## src/rtl/core/wbps_pkg.sv

```systemverilog
// Shared types and constants of the wildcard byte pattern search block.
package wbps_pkg;

	// Pattern storage and field widths
	localparam int PATTERN_BYTES = 16;
	localparam int MAX_PATTERN   = 16;
	localparam int BYTE_W        = 8;
	localparam int ADDR_W        = 48;
	localparam int LEN_W         = 5;
	localparam int MASK_W        = 16;
	localparam int IDX_W         = 4;
	localparam int CFG_DATA_W    = 64;
	localparam int PADDR_W       = 6;
	localparam int REG_SEL_W     = 3;

	// Register map, one 64-bit slot per register
	typedef enum logic [REG_SEL_W-1:0] {
		REG_PAT_LO = 3'd0,
		REG_PAT_HI = 3'd1,
		REG_MASK   = 3'd2,
		REG_LEN    = 3'd3,
		REG_START  = 3'd4
	} reg_idx_t;

	typedef logic [MAX_PATTERN-1:0][BYTE_W-1:0] pattern_t;

	// Control handed from the sequencer to every window cell
	typedef struct packed {
		logic shift;
		logic clear;
	} cell_ctl_t;

	// One result word
	typedef struct packed {
		logic              found;
		logic [ADDR_W-1:0] addr;
	} result_t;

endpackage

```

## src/rtl/core/wbps_cell.sv

```systemverilog
// One window cell: holds one earlier byte, compares it with its pattern byte.
module wbps_cell #(
	parameter int K = 0
) (
	input  logic                                     clk,
	input  logic                                     arst_n,
	input  wbps_pkg::cell_ctl_t                      ctl,
	input  logic [wbps_pkg::LEN_W-1:0]               used_len,
	input  wbps_pkg::pattern_t                       pattern,
	input  logic [wbps_pkg::MASK_W-1:0]              mask,
	input  logic [wbps_pkg::BYTE_W-1:0]              byte_in,
	input  logic                                     valid_in,
	output logic [wbps_pkg::BYTE_W-1:0]              byte_out,
	output logic                                     valid_out,
	output logic                                     ok
);

	logic [wbps_pkg::BYTE_W-1:0] byte_q;
	logic                        valid_q;
	logic                        active;
	logic [wbps_pkg::LEN_W:0]    diff;
	logic [wbps_pkg::IDX_W-1:0]  pidx;

	// Stored byte shifts in from the newer neighbor
	always_ff @(posedge clk) begin
		if (ctl.shift) begin
			byte_q <= byte_in;
		end
	end

	// Valid marks a byte taken in the current range
	always_ff @(posedge clk or negedge arst_n) begin
		if (!arst_n) begin
			valid_q <= 1'b0;
		end else if (ctl.clear) begin
			valid_q <= 1'b0;
		end else if (ctl.shift) begin
			valid_q <= valid_in;
		end
	end

	// This cell holds the byte K+1 older than the newest; it lines up with
	// pattern byte used_len-2-K when the pattern reaches that far back
	always_comb begin
		active = {1'b0, used_len} >= (wbps_pkg::LEN_W+1)'(K + 2);
		diff   = {1'b0, used_len} - (wbps_pkg::LEN_W+1)'(K + 2);
		pidx   = diff[wbps_pkg::IDX_W-1:0];
		ok     = !active || (valid_q && (mask[pidx] || byte_q == pattern[pidx]));
	end

	assign byte_out  = byte_q;
	assign valid_out = valid_q;

endmodule

```

## src/rtl/core/wbps_ctrl.sv

```systemverilog
// Scan sequencer: head compare, range offset, match state and address.
module wbps_ctrl #(
	parameter int P = wbps_pkg::PATTERN_BYTES
) (
	input  logic                          clk,
	input  logic                          arst_n,
	input  logic                          accept,
	input  logic [wbps_pkg::BYTE_W-1:0]   data_byte,
	input  logic                          last_byte,
	input  wbps_pkg::pattern_t            pattern,
	input  logic [wbps_pkg::MASK_W-1:0]   mask,
	input  logic [wbps_pkg::LEN_W-1:0]    len_cfg,
	input  logic [wbps_pkg::ADDR_W-1:0]   range_start,
	input  logic [P-1:0]                  cell_ok,
	output logic [wbps_pkg::LEN_W-1:0]    used_len,
	output wbps_pkg::cell_ctl_t           ctl,
	output logic                          push,
	output wbps_pkg::result_t             push_data
);

	localparam logic [wbps_pkg::LEN_W-1:0] PLEN = wbps_pkg::LEN_W'(P);

	logic [wbps_pkg::ADDR_W-1:0] offset_q;
	logic                        match_done_q;
	logic [wbps_pkg::LEN_W-1:0]  len_m1;
	logic [wbps_pkg::IDX_W-1:0]  head_idx;
	logic                        head_ok;
	logic                        hit;

	// Effective length, clamped to 1..P
	always_comb begin
		if (len_cfg == '0) begin
			used_len = wbps_pkg::LEN_W'(1);
		end else if (len_cfg > PLEN) begin
			used_len = PLEN;
		end else begin
			used_len = len_cfg;
		end
	end

	// Newest byte against the last pattern byte, then the whole window
	always_comb begin
		len_m1   = used_len - wbps_pkg::LEN_W'(1);
		head_idx = len_m1[wbps_pkg::IDX_W-1:0];
		head_ok  = mask[head_idx] || data_byte == pattern[head_idx];
		hit      = !match_done_q && head_ok && (&cell_ok);
	end

	// Step control
	always_comb begin
		ctl.shift = accept && !match_done_q && !last_byte;
		ctl.clear = accept && last_byte;
		push      = accept && !match_done_q && (hit || last_byte);
		push_data.found = hit;
		push_data.addr  = hit ? (range_start + offset_q
			- {{(wbps_pkg::ADDR_W-wbps_pkg::IDX_W){1'b0}}, head_idx}) : '0;
	end

	// Offset of the current byte in the range
	always_ff @(posedge clk or negedge arst_n) begin
		if (!arst_n) begin
			offset_q <= '0;
		end else if (ctl.clear) begin
			offset_q <= '0;
		end else if (ctl.shift) begin
			offset_q <= offset_q + wbps_pkg::ADDR_W'(1);
		end
	end

	// Match reported: drop bytes until the range ends
	always_ff @(posedge clk or negedge arst_n) begin
		if (!arst_n) begin
			match_done_q <= 1'b0;
		end else if (ctl.clear) begin
			match_done_q <= 1'b0;
		end else if (accept && hit) begin
			match_done_q <= 1'b1;
		end
	end

endmodule

```

## src/rtl/core/wbps_obuf.sv

```systemverilog
// Result output register with a skid word behind it.
module wbps_obuf (
	input  logic              clk,
	input  logic              arst_n,
	input  logic              push,
	input  wbps_pkg::result_t push_data,
	input  logic              out_stall,
	output logic              out_valid,
	output wbps_pkg::result_t out_data,
	output logic              full
);

	logic              out_valid_q;
	logic              skid_valid_q;
	wbps_pkg::result_t out_q;
	wbps_pkg::result_t skid_q;
	logic              out_ready;

	assign out_ready = !out_valid_q || !out_stall;

	// Valid flags
	always_ff @(posedge clk or negedge arst_n) begin
		if (!arst_n) begin
			out_valid_q  <= 1'b0;
			skid_valid_q <= 1'b0;
		end else if (out_ready) begin
			out_valid_q  <= skid_valid_q || push;
			skid_valid_q <= 1'b0;
		end else if (push) begin
			skid_valid_q <= 1'b1;
		end
	end

	// Payload words
	always_ff @(posedge clk) begin
		if (out_ready) begin
			out_q <= skid_valid_q ? skid_q : push_data;
		end else if (push) begin
			skid_q <= push_data;
		end
	end

	assign out_valid = out_valid_q;
	assign out_data  = out_q;
	assign full      = skid_valid_q;

endmodule

```

## src/rtl/core/wildcard_byte_pattern_search_top.sv

```systemverilog
// Top level of the wildcard byte pattern search block.
//
// Bytes of a memory range enter on the byte channel (data_byte, last_byte,
// byte_valid, byte_stall), one word per cycle. Each byte is compared
// against a window held in a chain of cells, one cell per pattern byte.
// A result word (found, match_address) leaves on the result channel
// (result_valid, result_stall): found=1 with the address of the first matched
// byte on the first match of a range, or found=0 when the range ends without
// one. After a match the rest of the range produces no word.
// The result word is registered, via the skid word while the output is held.
// Throughput: one byte per cycle while byte_stall is low, set by the combinational window compare.
// The result side has an output register and one skid word; byte_stall rises
// only while both are full, i.e. after the receiver has held result_stall
// with a second result pending.
// Registers are written over the APB port at 8*index: pattern bytes low and
// high, wildcard mask, pattern length and range start. Reset clears the scan
// state and sets the pattern length to 1, everything else to zero.
module wildcard_byte_pattern_search_top #(
	parameter int PATTERN_BYTES = wbps_pkg::PATTERN_BYTES
) (
	input  logic                               clk,
	input  logic                               arst_n,
	// configuration port
	input  logic                               psel,
	input  logic                               penable,
	input  logic                               pwrite,
	input  logic [wbps_pkg::PADDR_W-1:0]       paddr,
	input  logic [wbps_pkg::CFG_DATA_W-1:0]    pwdata,
	output logic [wbps_pkg::CFG_DATA_W-1:0]    prdata,
	output logic                               pready,
	// byte channel
	input  logic                               byte_valid,
	output logic                               byte_stall,
	input  logic [wbps_pkg::BYTE_W-1:0]        data_byte,
	input  logic                               last_byte,
	// result channel
	output logic                               result_valid,
	input  logic                               result_stall,
	output logic                               found,
	output logic [wbps_pkg::ADDR_W-1:0]        match_address
);

	logic [wbps_pkg::CFG_DATA_W-1:0] pat_lo_q;
	logic [wbps_pkg::CFG_DATA_W-1:0] pat_hi_q;
	logic [wbps_pkg::MASK_W-1:0]     mask_q;
	logic [wbps_pkg::LEN_W-1:0]      len_q;
	logic [wbps_pkg::ADDR_W-1:0]     start_q;
	wbps_pkg::reg_idx_t              reg_sel;
	logic                            wr_en;

	wbps_pkg::pattern_t              pattern;
	logic [wbps_pkg::LEN_W-1:0]      used_len;
	wbps_pkg::cell_ctl_t             ctl;
	logic                            accept;
	logic                            push;
	wbps_pkg::result_t               push_data;
	wbps_pkg::result_t               out_data;

	logic [PATTERN_BYTES-1:0][wbps_pkg::BYTE_W-1:0] link_byte;
	logic [PATTERN_BYTES-1:0]                       link_valid;
	logic [PATTERN_BYTES-1:0]                       cell_ok;

	// Register access
	assign pready  = 1'b1;
	assign reg_sel = wbps_pkg::reg_idx_t'(paddr[wbps_pkg::PADDR_W-1:3]);
	assign wr_en   = psel && penable && pwrite && pready;

	always_ff @(posedge clk or negedge arst_n) begin
		if (!arst_n) begin
			pat_lo_q <= '0;
			pat_hi_q <= '0;
			mask_q   <= '0;
			len_q    <= wbps_pkg::LEN_W'(1);
			start_q  <= '0;
		end else if (wr_en) begin
			unique case (reg_sel)
				wbps_pkg::REG_PAT_LO: pat_lo_q <= pwdata;
				wbps_pkg::REG_PAT_HI: pat_hi_q <= pwdata;
				wbps_pkg::REG_MASK:   mask_q   <= pwdata[wbps_pkg::MASK_W-1:0];
				wbps_pkg::REG_LEN:    len_q    <= pwdata[wbps_pkg::LEN_W-1:0];
				wbps_pkg::REG_START:  start_q  <= pwdata[wbps_pkg::ADDR_W-1:0];
				default: ;
			endcase
		end
	end

	// Read back
	always_comb begin
		unique case (reg_sel)
			wbps_pkg::REG_PAT_LO: prdata = pat_lo_q;
			wbps_pkg::REG_PAT_HI: prdata = pat_hi_q;
			wbps_pkg::REG_MASK:   prdata = wbps_pkg::CFG_DATA_W'(mask_q);
			wbps_pkg::REG_LEN:    prdata = wbps_pkg::CFG_DATA_W'(len_q);
			wbps_pkg::REG_START:  prdata = wbps_pkg::CFG_DATA_W'(start_q);
			default:              prdata = '0;
		endcase
	end

	assign pattern = {pat_hi_q, pat_lo_q};
	assign accept  = byte_valid && !byte_stall;

	// Window chain: cell 0 takes the incoming byte, each cell feeds the next
	assign link_byte[0]  = data_byte;
	assign link_valid[0] = 1'b1;

	for (genvar k = 0; k < PATTERN_BYTES; k++) begin : g_cell
		if (k < PATTERN_BYTES - 1) begin : g_mid
			wbps_cell #(.K(k)) u_cell (
				.clk       (clk),
				.arst_n    (arst_n),
				.ctl       (ctl),
				.used_len  (used_len),
				.pattern   (pattern),
				.mask      (mask_q),
				.byte_in   (link_byte[k]),
				.valid_in  (link_valid[k]),
				.byte_out  (link_byte[k+1]),
				.valid_out (link_valid[k+1]),
				.ok        (cell_ok[k])
			);
		end else begin : g_end
			wbps_cell #(.K(k)) u_cell (
				.clk       (clk),
				.arst_n    (arst_n),
				.ctl       (ctl),
				.used_len  (used_len),
				.pattern   (pattern),
				.mask      (mask_q),
				.byte_in   (link_byte[k]),
				.valid_in  (link_valid[k]),
				.byte_out  (),
				.valid_out (),
				.ok        (cell_ok[k])
			);
		end
	end

	// Sequencer
	wbps_ctrl #(.P(PATTERN_BYTES)) u_ctrl (
		.clk         (clk),
		.arst_n      (arst_n),
		.accept      (accept),
		.data_byte   (data_byte),
		.last_byte   (last_byte),
		.pattern     (pattern),
		.mask        (mask_q),
		.len_cfg     (len_q),
		.range_start (start_q),
		.cell_ok     (cell_ok),
		.used_len    (used_len),
		.ctl         (ctl),
		.push        (push),
		.push_data   (push_data)
	);

	// Result buffer
	wbps_obuf u_obuf (
		.clk       (clk),
		.arst_n    (arst_n),
		.push      (push),
		.push_data (push_data),
		.out_stall (result_stall),
		.out_valid (result_valid),
		.out_data  (out_data),
		.full      (byte_stall)
	);

	assign found         = out_data.found;
	assign match_address = out_data.addr;

endmodule

```

## config.mk

```make
export PLATFORM = sky130hd
export DESIGN_NAME = wildcard_byte_pattern_search_top
export DESIGN_NICKNAME = d
export VERILOG_FILES = /design/src/rtl/core/wbps_pkg.sv /design/src/rtl/core/wbps_cell.sv /design/src/rtl/core/wbps_ctrl.sv /design/src/rtl/core/wbps_obuf.sv /design/src/rtl/core/wildcard_byte_pattern_search_top.sv
export SDC_FILE = /design/constraint.sdc
export NUM_CORES = 1
export LEC_CHECK = 0
export BUFFER_PORTS_ARGS = -buffer_cell sky130_fd_sc_hd__buf_4
export CORE_ASPECT_RATIO = 1.2
export CORE_MARGIN = 2
export CORE_UTILIZATION = 57
export DETAILED_ROUTE_END_ITERATION = 6
export PLACE_DENSITY = 0.78
export SYNTH_ARGS = -nofsm -noshare
export SYNTH_HDL_FRONTEND = slang
export SYNTH_SLANG_ARGS = --single-unit
```

## constraint.sdc

```tcl
create_clock -name clk -period 10.15 [get_ports clk]
set_clock_uncertainty 0.15 [all_clocks]
set_input_delay 1.015 -clock clk [delete_from_list [all_inputs] [get_ports clk]]
set_output_delay 1.015 -clock clk [all_outputs]
set_load 0.1 [all_outputs]
```

* Word-level counts from Yosys, hierarchy flattened
Cells that the tools add are included.
** Storage, ports and cells
- Bits of input ports :: 86
- Output and inout bits :: 116
- ROM bits :: 0
- Memory bits (writable) :: 0
- Bits in latches :: 0
- Memories kept :: 0
- Word-level logic and storage cells :: 327
- Bits in registers :: 490
** Cells by class
- Bitwise operators :: 1
- Reductions and logical operators :: 95
- Divide/modulo/power cells :: 0
- $add $sub $neg :: 20
- Magnitude comparators :: 34
- Shift operators :: 0
- Multiply operators :: 0
- Equal/unequal tests :: 21
- Multiplexer cells :: 111
** Operators by type and width (number)
- $bmux 8 s4 :: 17
- $pmux 64 s5 :: 1
- $mux 48 :: 3
- $eq 8x8->1 :: 17
- $mux 8 :: 17
- $lt 4x5->1 const B :: 17
- $bmux 1 s4 :: 17
- $mux 1 :: 53
- $mux 49 :: 1
- $add 48x1->48 const B :: 1
- $add 48x48->48 :: 1
- $sub 48x4->48 :: 1
- $ge 5x4->1 const B :: 8
- $logic_or 1x1->1 :: 36
- $sub 4x4->4 const B :: 8
- $logic_and 1x1->1 :: 26
- $logic_not 1->1 :: 21
- $ge 5x3->1 const B :: 4
- $reduce_and 16->1 :: 1
- $sub 4x3->4 const B :: 4
- $reduce_and 2->1 :: 6
- $sub 4x1->4 const B :: 3
- $ge 5x2->1 const B :: 2
- $ge 5x5->1 const B :: 2
- 10 further kinds :: 15

* Longest topological paths before layout
Gate-level depths: netlist (run 1).
- Depth in word-level cells :: 16
- Depth in mapped cells :: 27
- Depth with buffers taken out :: 20

* Hierarchy
From an unflattened synthesis (run 1), not the netlist that was laid out.
** Second synthesis, totals
- Cell total of the unflattened synthesis :: 3834
- Area total of the unflattened synthesis :: 48009.8 sq um
** Modules (own cells, without submodules)
- wildcard_byte_pattern_search_top :: cells each 677, sequential area each 4931.0 sq um, instances 1, area an instance 9227.6 sq um
- wbps_ctrl :: cells each 1101, sequential area each 1226.2 sq um, instances 1, area an instance 8336.7 sq um
- wbps_obuf :: cells each 159, sequential area each 2992.9 sq um, instances 1, area an instance 3865.0 sq um
- wbps_cell (g_cell[13].g_mid.u_cell) :: cells each 159, sequential area each 265.3 sq um, instances 1, area an instance 1809.2 sq um
- wbps_cell (g_cell[2].g_mid.u_cell) :: cells each 126, sequential area each 265.3 sq um, instances 1, area an instance 1786.7 sq um
- wbps_cell (g_cell[11].g_mid.u_cell) :: cells each 134, sequential area each 265.3 sq um, instances 1, area an instance 1700.4 sq um
- wbps_cell (g_cell[3].g_mid.u_cell) :: cells each 115, sequential area each 265.3 sq um, instances 1, area an instance 1691.6 sq um
- wbps_cell (g_cell[14].g_mid.u_cell) :: cells each 116, sequential area each 265.3 sq um, instances 1, area an instance 1685.4 sq um
- wbps_cell (g_cell[6].g_mid.u_cell) :: cells each 126, sequential area each 265.3 sq um, instances 1, area an instance 1649.1 sq um
- wbps_cell (g_cell[8].g_mid.u_cell) :: cells each 122, sequential area each 265.3 sq um, instances 1, area an instance 1646.6 sq um
- wbps_cell (g_cell[0].g_mid.u_cell) :: cells each 107, sequential area each 265.3 sq um, instances 1, area an instance 1645.3 sq um
- wbps_cell (g_cell[15].g_end.u_cell) :: cells each 124, sequential area each 265.3 sq um, instances 1, area an instance 1644.1 sq um
- wbps_cell (g_cell[12].g_mid.u_cell) :: cells each 121, sequential area each 265.3 sq um, instances 1, area an instance 1637.8 sq um
- wbps_cell (g_cell[1].g_mid.u_cell) :: cells each 125, sequential area each 265.3 sq um, instances 1, area an instance 1637.8 sq um
- +5 rows

* Worst setup path before layout (run 1)
OpenSTA, ideal clock, no wires.
- Kind :: register -> register
- Start point :: reg len_q[1] (netlist bit)
- End point :: reg u_obuf.skid_q[0] (netlist bit), enable pin
- Setup time :: 0.529 ns
- Path buffers :: 7
- Stages on the path, launching flop included :: 21
- Setup slack :: 0.356 ns
- Arrival time :: 9.115 ns
- Period minus slack after synthesis :: 9.794 ns
- Required time :: 9.471 ns
- Path through :: dfrtp_1 -> buf_2 -> nor2b_1 -> buf_4 -> buf_4 -> inv_2 -> buf_2 -> clkbuf_1 -> ha_1 -> clkbuf_1 -> a31oi_1 -> o2bb2ai_1 -> mux4_2 -> xor2_1 -> nor4_1 -> a41o_1 -> a221oi_1 -> nor4_1 -> or4b_1 -> buf_2 -> o31ai_1
** On the way
- Longest elaborated chain between the ends :: 15
- Elaborated cells between the ends (all ways) :: 193
- Those cells by class :: add/sub: 17; order compare: 17; eq/ne: 17; mux: 70; reduce/logical: 72
** Ends and longest elaborated chain
- start: declaration :: line wildcard_byte_pattern_search_top.sv:46 : logic [wbps_pkg::LEN_W-1:0] len_q;
- start signal: assignment :: line wildcard_byte_pattern_search_top.sv:73 : len_q <= wbps_pkg::LEN_W'(1);
- start signal: assignment :: line wildcard_byte_pattern_search_top.sv:80 : wbps_pkg::REG_LEN: len_q <= pwdata[wbps_pkg::LEN_W-1:0];
- $gt 5x5->1 :: line wbps_ctrl.sv:34 : end else if (len_cfg > PLEN) begin
- $mux 5 :: line wbps_ctrl.sv:34
- $mux 5 * :: line wbps_ctrl.sv:32 : if (len_cfg == '0) begin
- $sub 4x2->4 (tied with other cells) :: line wbps_cell.sv:46 : diff = {1'b0, used_len} - (wbps_pkg::LEN_W+1)'(K + 2);
- $bmux 8 s4 (on tied branches) :: line wbps_cell.sv:48, wbps_ctrl.sv:45
- $mux 8 (on tied branches) :: line wbps_cell.sv:48, wbps_ctrl.sv:45
- $eq 8x8->1 :: line wbps_cell.sv:48 : ok = !active || (valid_q && (mask[pidx] || byte_q == pattern[pidx]));
- $logic_or 1x1->1 :: line wbps_cell.sv:48
- $logic_and 1x1->1 :: line wbps_cell.sv:48
- $logic_or 1x1->1 :: line wbps_cell.sv:48
- $reduce_and 16->1 :: line wbps_ctrl.sv:46 : hit = !match_done_q && head_ok && (&cell_ok);
- $logic_and 1x1->1 * :: line wbps_ctrl.sv:46
- $logic_or 1x1->1 * :: line wbps_ctrl.sv:53 : push = accept && !match_done_q && (hit || last_byte);
- $logic_and 1x1->1 * :: line wbps_ctrl.sv:53
- $reduce_and 2->1 (no source line) *
- end signal: assignment :: line wbps_obuf.sv:39 : skid_q <= push_data;
- end: declaration :: line wbps_obuf.sv:16 : wbps_pkg::result_t skid_q;
Every way passes the cells marked *; elsewhere a longest branch is shown, timed or not. The select of a mux whose other input is x is not followed.
A chain may end at the register's enable or synchronous reset.

* Worst setup path in the final report (run 1)
- Start point :: reg len_q[3] (netlist bit)
- End point :: reg u_obuf.skid_q[15] (netlist bit), enable pin
Same word-level chain as after synthesis.

==> results.json, run 1 <==
{
  "leakage_nw": 16.3,
  "vias": 29100,
  "r2r_cells": 15,
  "power.switching_mw": 4.61,
  "post-route-period-util_pct": 76.7,
  "path_delay_family": "buffers and inverters",
  "synth_top_area_share_pct": 19.5,
  "synth_mux_area_share_pct": 23.5,
  "h-tree-depth": 2,
  "gp_congestion": 1.05,
  "initial_utilization_pct": 57.5,
  "io_pins": 202,
  "syn_area_per_cell_um2": 10.7,
  "ys_seq_area_share_pct": 38.5,
  "ys_ff_latch": 490,
  "crit_chain": "nor3_1, o21ai_4, clkinv_2, ha_1, buf_4, mux4_2, mux4_2, xor2_1, nor4_1, a41o_1, a221oi_1, nor4_1, or4b_4, o31ai_4, buf_4",
  "dp_hpwl_um": 93600,
  "synth_edf_count": 226,
  "violations": "design-rule violations",
  "synth_compound_area_share_pct": 14.3,
  "grt_use_total_pct": 38.8,
  "nNetsFinal": 3532,
  "ys_top_cells_by_area": "edfxtp_1 19%, dfrtp_1 19%, mux4_2 11%",
  "final_cell_mix": "260 x dfrtp_1, 256 x mux2i_1, 252 x buf_4",
  "fmax_mhz": 128,
  "yosys.area.top_type": "edfxtp_1",
  "post-route-drc-count": 18,
  "period_minus_slack_ps": 7790,
  "cts_hold_buf": 0,
  "slowest_stage": "dfrtp_1",
  "cp-start-kind": "flip-flop",
  "synth_fa_ha_area_share_pct": 3.93,
  "worstSkewPairLatency_ps": 620,
  "internal_power_mw": 5.47,
  "syn_inst": 3253,
  "clock-sinks": 490,
  "syn_nets": 3446,
  "drive_above_1_share_pct": 22.0,
  "path_buf_inv": 3,
  "p_clk_share_pct": 19.7,
  "first_pass_iters": 7,
  "slowest_delay_ps": 800,
  "grt_pass1_vias": 27800,
  "cts.clk_slew.worst_paths_ps": 60,
  "crit_fanout": 49,
  "worstSetupPathType": "reg2reg",
  "wl_per_cell_um": 29.9,
  "ant_nets": 0,
  "r2r_start": "len_q[3]",
  "core_um2": 60600,
  "numCtsBuffers": 51,
  "p_per_area_nw_per_um2": 260,
  "grt_remaining_overflow": 0,
  "die_y_um": 275,
  "post_drt_via_cell_ratio": 6.94,
  "yosysUniqueCellTypes": 77,
  "cts_buffer_depth": 3,
  "postCtsSetupRepairBufs": 0,
  "p_seq_share_pct": 27.2,
  "numPortBuffers": 197,
  "syn_area_um2": 34800,
  "async_flop_share_pct": 53.9,
  "cp_data_required_time_ps": 10250,
  "antenna_cells": 0,
  "antenna_found_initial": 1,
  "post_cts_resized": 0,
  "tightest_slew_ps": 1220,
  "initialDrtViolationCount": 4126,
  "final_common_cell": "dfrtp_1",
  "die_x_um": 230,
  "cp-end-kind": "flip-flop",
  "hold_violations": 0,
  "hp-class": "in2async",
  "vdd_drop_max_uv": 180,
  "slew_violations": 0,
  "combPwrFrac_pct": 53.1,
  "r2r_setup_slack_ps": 2360,
  "slew_headroom_pct": 18.6,
  "yosys_warnings": 0,
  "cts_tree": "built",
  "setup_viol": 0,
  "rsz0062_at_grt": "no",
  "swShare_pct": 45.7,
  "synth_top_family_by_area": "multiplexers",
  "root_buffer": "clkbuf_16",
  "status": "finished with violations",
  "arrival_ps": 7890,
  "maxCapViolCount": 0,
  "r2r-end": "u_obuf.skid_q[15]",
  "dieArea_um2": 63100,
  "grt_pass1_wl_um": 181000,
  "synthSimpleGateAreaFrac_pct": 8.83,
  "drt_wl_total_um": 125000,
  "ys.flop_type": "dfrtp_1",
  "power_mw": 10.1,
  "yosys.area_share.xor_xnor_pct": 5.88,
  "tns_ps": 0,
  "areaGrowthSynthToFinish_pct": 11.2,
  "grt_max_degree": 151,
  "num_rows": 99
}
## state kept, by name (all words and copies together) (netlist names), 5 cells and up
| register | cells |
|---|---|
| g_cell.g_mid.u_cell.byte_out | 120 |
| pat_hi_q | 64 |
| pat_lo_q | 64 |
| u_obuf.out_data | 49 |
| u_obuf.skid_q | 49 |
| start_q | 48 |
| u_ctrl.offset_q | 48 |
| mask_q | 16 |
| g_cell.g_mid.u_cell.valid_out | 15 |
| g_cell.g_end.u_cell.byte_out | 8 |
| len_q | 5 |
## worst max-delay path by stage
stage,start,to,slack (ps),depth (start not counted)
global placement,len_q[3],u_obuf.skid_q[3],2590,15
detailed placement,len_q[3],u_obuf.skid_q[3],2540,15
finish,len_q[3],u_obuf.skid_q[15],2360,15
floorplan,len_q[1],u_obuf.skid_q[0],360,20
CTS,len_q[3],u_obuf.skid_q[15],2520,15
global route,len_q[3],u_obuf.skid_q[15],2190,15
## final cells by class
type                       instances  area (µm²)
timing repair buffer             254        1930
multi-input combinational       2323       19800
clock buffer                      66        1480
tap                              808        1010
sequential                       490       13400
clock inverter                    30         283
inverter                         219         831
fill                            4726       21800
## synthesized netlist by cell type (all sizes together) (123+ instances only)
cell type and instances:
a21oi 134, clkbuf 137, dfrtp 263, edfxtp 226
inv 216, mux2 162, mux2i 256, mux4 169
nand2 226, nor2 208, o21ai 174, xnor2 123
## power by group through the flow
| stage | clock network [mW] | logic [mW] | registers, mW |
|---|---|---|---|
| after floorplan | 0 | 3.75 | 2.58 |
| after detailed placement | 0 | 5.18 | 2.74 |
| final | 1.98 | 5.36 | 2.74 |
| after CTS | 1.99 | 5.22 | 2.70 |
| after global routing | 2.06 | 5.60 | 2.74 |
| after global placement | 0 | 5.12 | 2.72 |
## cell families after synthesis
group / count (synthesis)
DFF: 490
xor gates and xnor gates: 233
adders and majority gates: 107
buffers and inverters: 440
muxes: 587
and+or+nand+nor: 682
AOI/OAI and AO/OA: 713
other: 1
## metal layers
metal  track usage [%]  wire length, µm  up-vias
met1              49.0            45300    14400
met3              7.38            12700      359
li1                  -                -    12400
met2              60.5            56600     1956
met5             0.446               56        -
met4              27.8            10500        4
## metrics by stage
stage               hold WS (ps)  instances  utilization [%]  area [µm²]  worst slack [ps]
floorplan                    276       3253                -       34800               356
global placement             302       4094             61.0       37000              2590
detailed placement           306       4094             61.0       37000              2540
CTS                          326       4190             63.9       38700              2520
global route                 332       4190             63.9       38700              2190
finish                       296       4190             63.9       38700              2360
No activity file was read; power rests on OpenSTA's default activity.
==> run 2, diff against run 1 <==
- CORE_UTILIZATION: 57 -> 63
- PLACE_DENSITY: 0.78 -> 0.82
- clock period: 10.15 -> 7.6 ns (I/O delays scaled with it)
==> run 2 against run 1 <==
  * The flow finishes with violations (design-rule violations, negative hold slack)
  * Sequential share of layout area down 0.14 points
  * Critical path depth grew 3
  * Final cell count decreased by 1.7%
  * First-iteration DRC count increased by 14%
  * Via count increased by 5.3%
  * Register-to-register slack lost 1500 ps
  * Non-clock buffer count rose by 17
  * Combinational power up 39%
  * Routed wire length is 11% higher
  * Critical path type unchanged
  * Largest cell class unchanged
  * Largest power group unchanged
==> results.json, run 2 (same netlist as run 1, synthesis figures left out) <==
{
  "root_buffer": "clkbuf_16",
  "drt_wl_total_um": 139000,
  "post_drt_via_cell_ratio": 7.44,
  "slew_violations": 0,
  "dieArea_um2": 57200,
  "status": "finished with violations",
  "final_cell_mix": "263 x buf_4, 260 x dfrtp_1, 256 x mux2i_1",
  "slew_headroom_pct": 11.1,
  "holdWs_ps": -11.5,
  "r2r-end": "u_obuf.out_data[46]",
  "post-route-period-util_pct": 88.9,
  "gp_congestion": 1.13,
  "initialDrtViolationCount": 4685,
  "initial_utilization_pct": 63.7,
  "wl_per_cell_um": 33.8,
  "crit_chain": "nor3_1, o21ai_4, buf_4, ha_1, xnor2_2, fa_1, ha_1, a211oi_1, o21ai_0, a41oi_1, o22ai_1, a41o_1, a31o_2, a211o_1, a21o_1, a221o_1, xnor2_1, o41ai_1",
  "numCtsBuffers": 49,
  "p_seq_share_pct": 26.7,
  "worstSetupPathType": "reg2reg",
  "setup_viol": 0,
  "antenna_found_initial": 5,
  "path_delay_family": "compound AO/OA/AOI/OAI gates",
  "final_common_cell": "buf_4",
  "cp_data_required_time_ps": 7880,
  "cp-start-kind": "flip-flop",
  "num_rows": 94,
  "violations": "design-rule violations, negative hold slack",
  "vdd_drop_max_uv": 261,
  "grt_remaining_overflow": 0,
  "hold_violations": 2,
  "cp-end-kind": "flip-flop",
  "cts.clk_slew.worst_paths_ps": 70,
  "postCtsSetupRepairBufs": 0,
  "worstSkewPairLatency_ps": 640,
  "postLayoutCellArea_um2": 38900,
  "power.switching_mw": 6.40,
  "slowest_delay_ps": 780,
  "cts_buffer_depth": 3,
  "p_per_area_nw_per_um2": 357,
  "grt_use_total_pct": 48.6,
  "maxCapViolCount": 0,
  "leakage_nw": 16.4,
  "dp_hpwl_um": 102000,
  "die_x_um": 219,
  "nNetsFinal": 3547,
  "fmax_mhz": 148,
  "areaGrowthSynthToFinish_pct": 11.7,
  "hp-class": "in2async",
  "slowest_stage": "dfrtp_1",
  "period_minus_slack_ps": 6760,
  "clock-sinks": 490,
  "post_cts_resized": 0,
  "swShare_pct": 46.1,
  "grt_max_degree": 171,
  "grt_pass1_wl_um": 201000,
  "ant_nets": 0,
  "cts_tree": "built",
  "tns_ps": 0,
  "grt_pass1_vias": 30100,
  "h-tree-depth": 2,
  "place_area_um2": 37000,
  "p_clk_share_pct": 19.8,
  "r2r_start": "len_q[3]",
  "arrival_ps": 7040,
  "r2r_cells": 18,
  "internal_power_mw": 7.48,
  "cts_hold_buf": 0,
  "numPortBuffers": 197,
  "tightest_slew_ps": 1320,
  "combPwrFrac_pct": 53.5,
  "io_pins": 202,
  "post-route-drc-count": 13,
  "cp_common_cell": "ha_1",
  "core_um2": 54700,
  "die_y_um": 262,
  "path_buf_inv": 1,
  "largest_register_ffs": 120,
  "r2r_setup_slack_ps": 840,
  "rsz0062_at_grt": "no",
  "drive_above_1_share_pct": 22.2,
  "vias": 30600,
  "first_pass_iters": 7,
  "crit_fanout": 35
}
==> run 2: worst reg2reg max path, cell delays in order (launching register included) <==
cell and delay (ps):
dfrtp_1 780, nor3_1 230, o21ai_4 200, buf_4 550, ha_1 330, xnor2_2 180
fa_1 490, ha_1 380, a211oi_1 340, o21ai_0 250, a41oi_1 440, o22ai_1 220
a41o_1 370, a31o_2 350, a211o_1 300, a21o_1 210, a221o_1 370, xnor2_1 160
o41ai_1 240
==> run 2: how the worst max path moves through the flow <==
stage | startpoint | endpoint | slack [ps] | cells after the start
floorplan | len_q[1] | u_obuf.skid_q[0] | 260 | 20
global placement | len_q[3] | u_obuf.out_data[46] | 1240 | 18
detailed placement | len_q[3] | u_obuf.out_data[46] | 950 | 18
CTS | len_q[3] | u_obuf.out_data[46] | 1010 | 18
global route | len_q[3] | u_obuf.out_data[46] | 690 | 18
finish | len_q[3] | u_obuf.out_data[46] | 840 | 18
==> run 2: power by group through the flow <==
stage               registers (mW)  logic (mW)  clock network, mW
global placement              3.65        6.96                  0
finish                        3.70        7.43               2.75
floorplan                     3.44        5.01                  0
global route                  3.68        7.72               2.82
detailed placement            3.67        7.14                  0
CTS                           3.63        7.20               2.73
==> run 2: stage by stage <==
step / cells / util, % / power (mW) / setup WS [ps]
after floorplan: 3253 / - / 8.45 / 264
after global placement: 4023 / 67.7 / 10.6 / 1240
after detailed placement: 4023 / 67.7 / 10.8 / 951
after CTS: 4114 / 71.1 / 13.6 / 1010
after global routing: 4116 / 71.1 / 14.2 / 690
final: 4117 / 71.1 / 13.9 / 844
==> run 2: final cells by class <==
| cell class | instances | area [µm²] |
|---|---|---|
| Multi-Input combinational cell | 2323 | 19800 |
| Fill cell | 3683 | 15800 |
| Sequential cell | 490 | 13400 |
| Timing Repair Buffer | 271 | 2130 |
| Clock buffer | 72 | 1530 |
| Tap cell | 720 | 901 |
| Inverter | 219 | 831 |
| Clock inverter | 19 | 297 |
| Antenna cell | 3 | 7.51 |
==> run 2: metal layers <==
| layer | part of all wire [%] | track usage (%) | vias to the layer above | wire, µm |
|---|---|---|---|---|
| met5 | 0.0093 | 0 | - | 13 |
| met4 | 11 | 42.2 | 2 | 15200 |
| met3 | 12 | 11.8 | 695 | 16100 |
| met2 | 44 | 74.9 | 2580 | 61700 |
| met1 | 33 | 57.2 | 14900 | 46100 |
| li1 | - | - | 12500 | - |
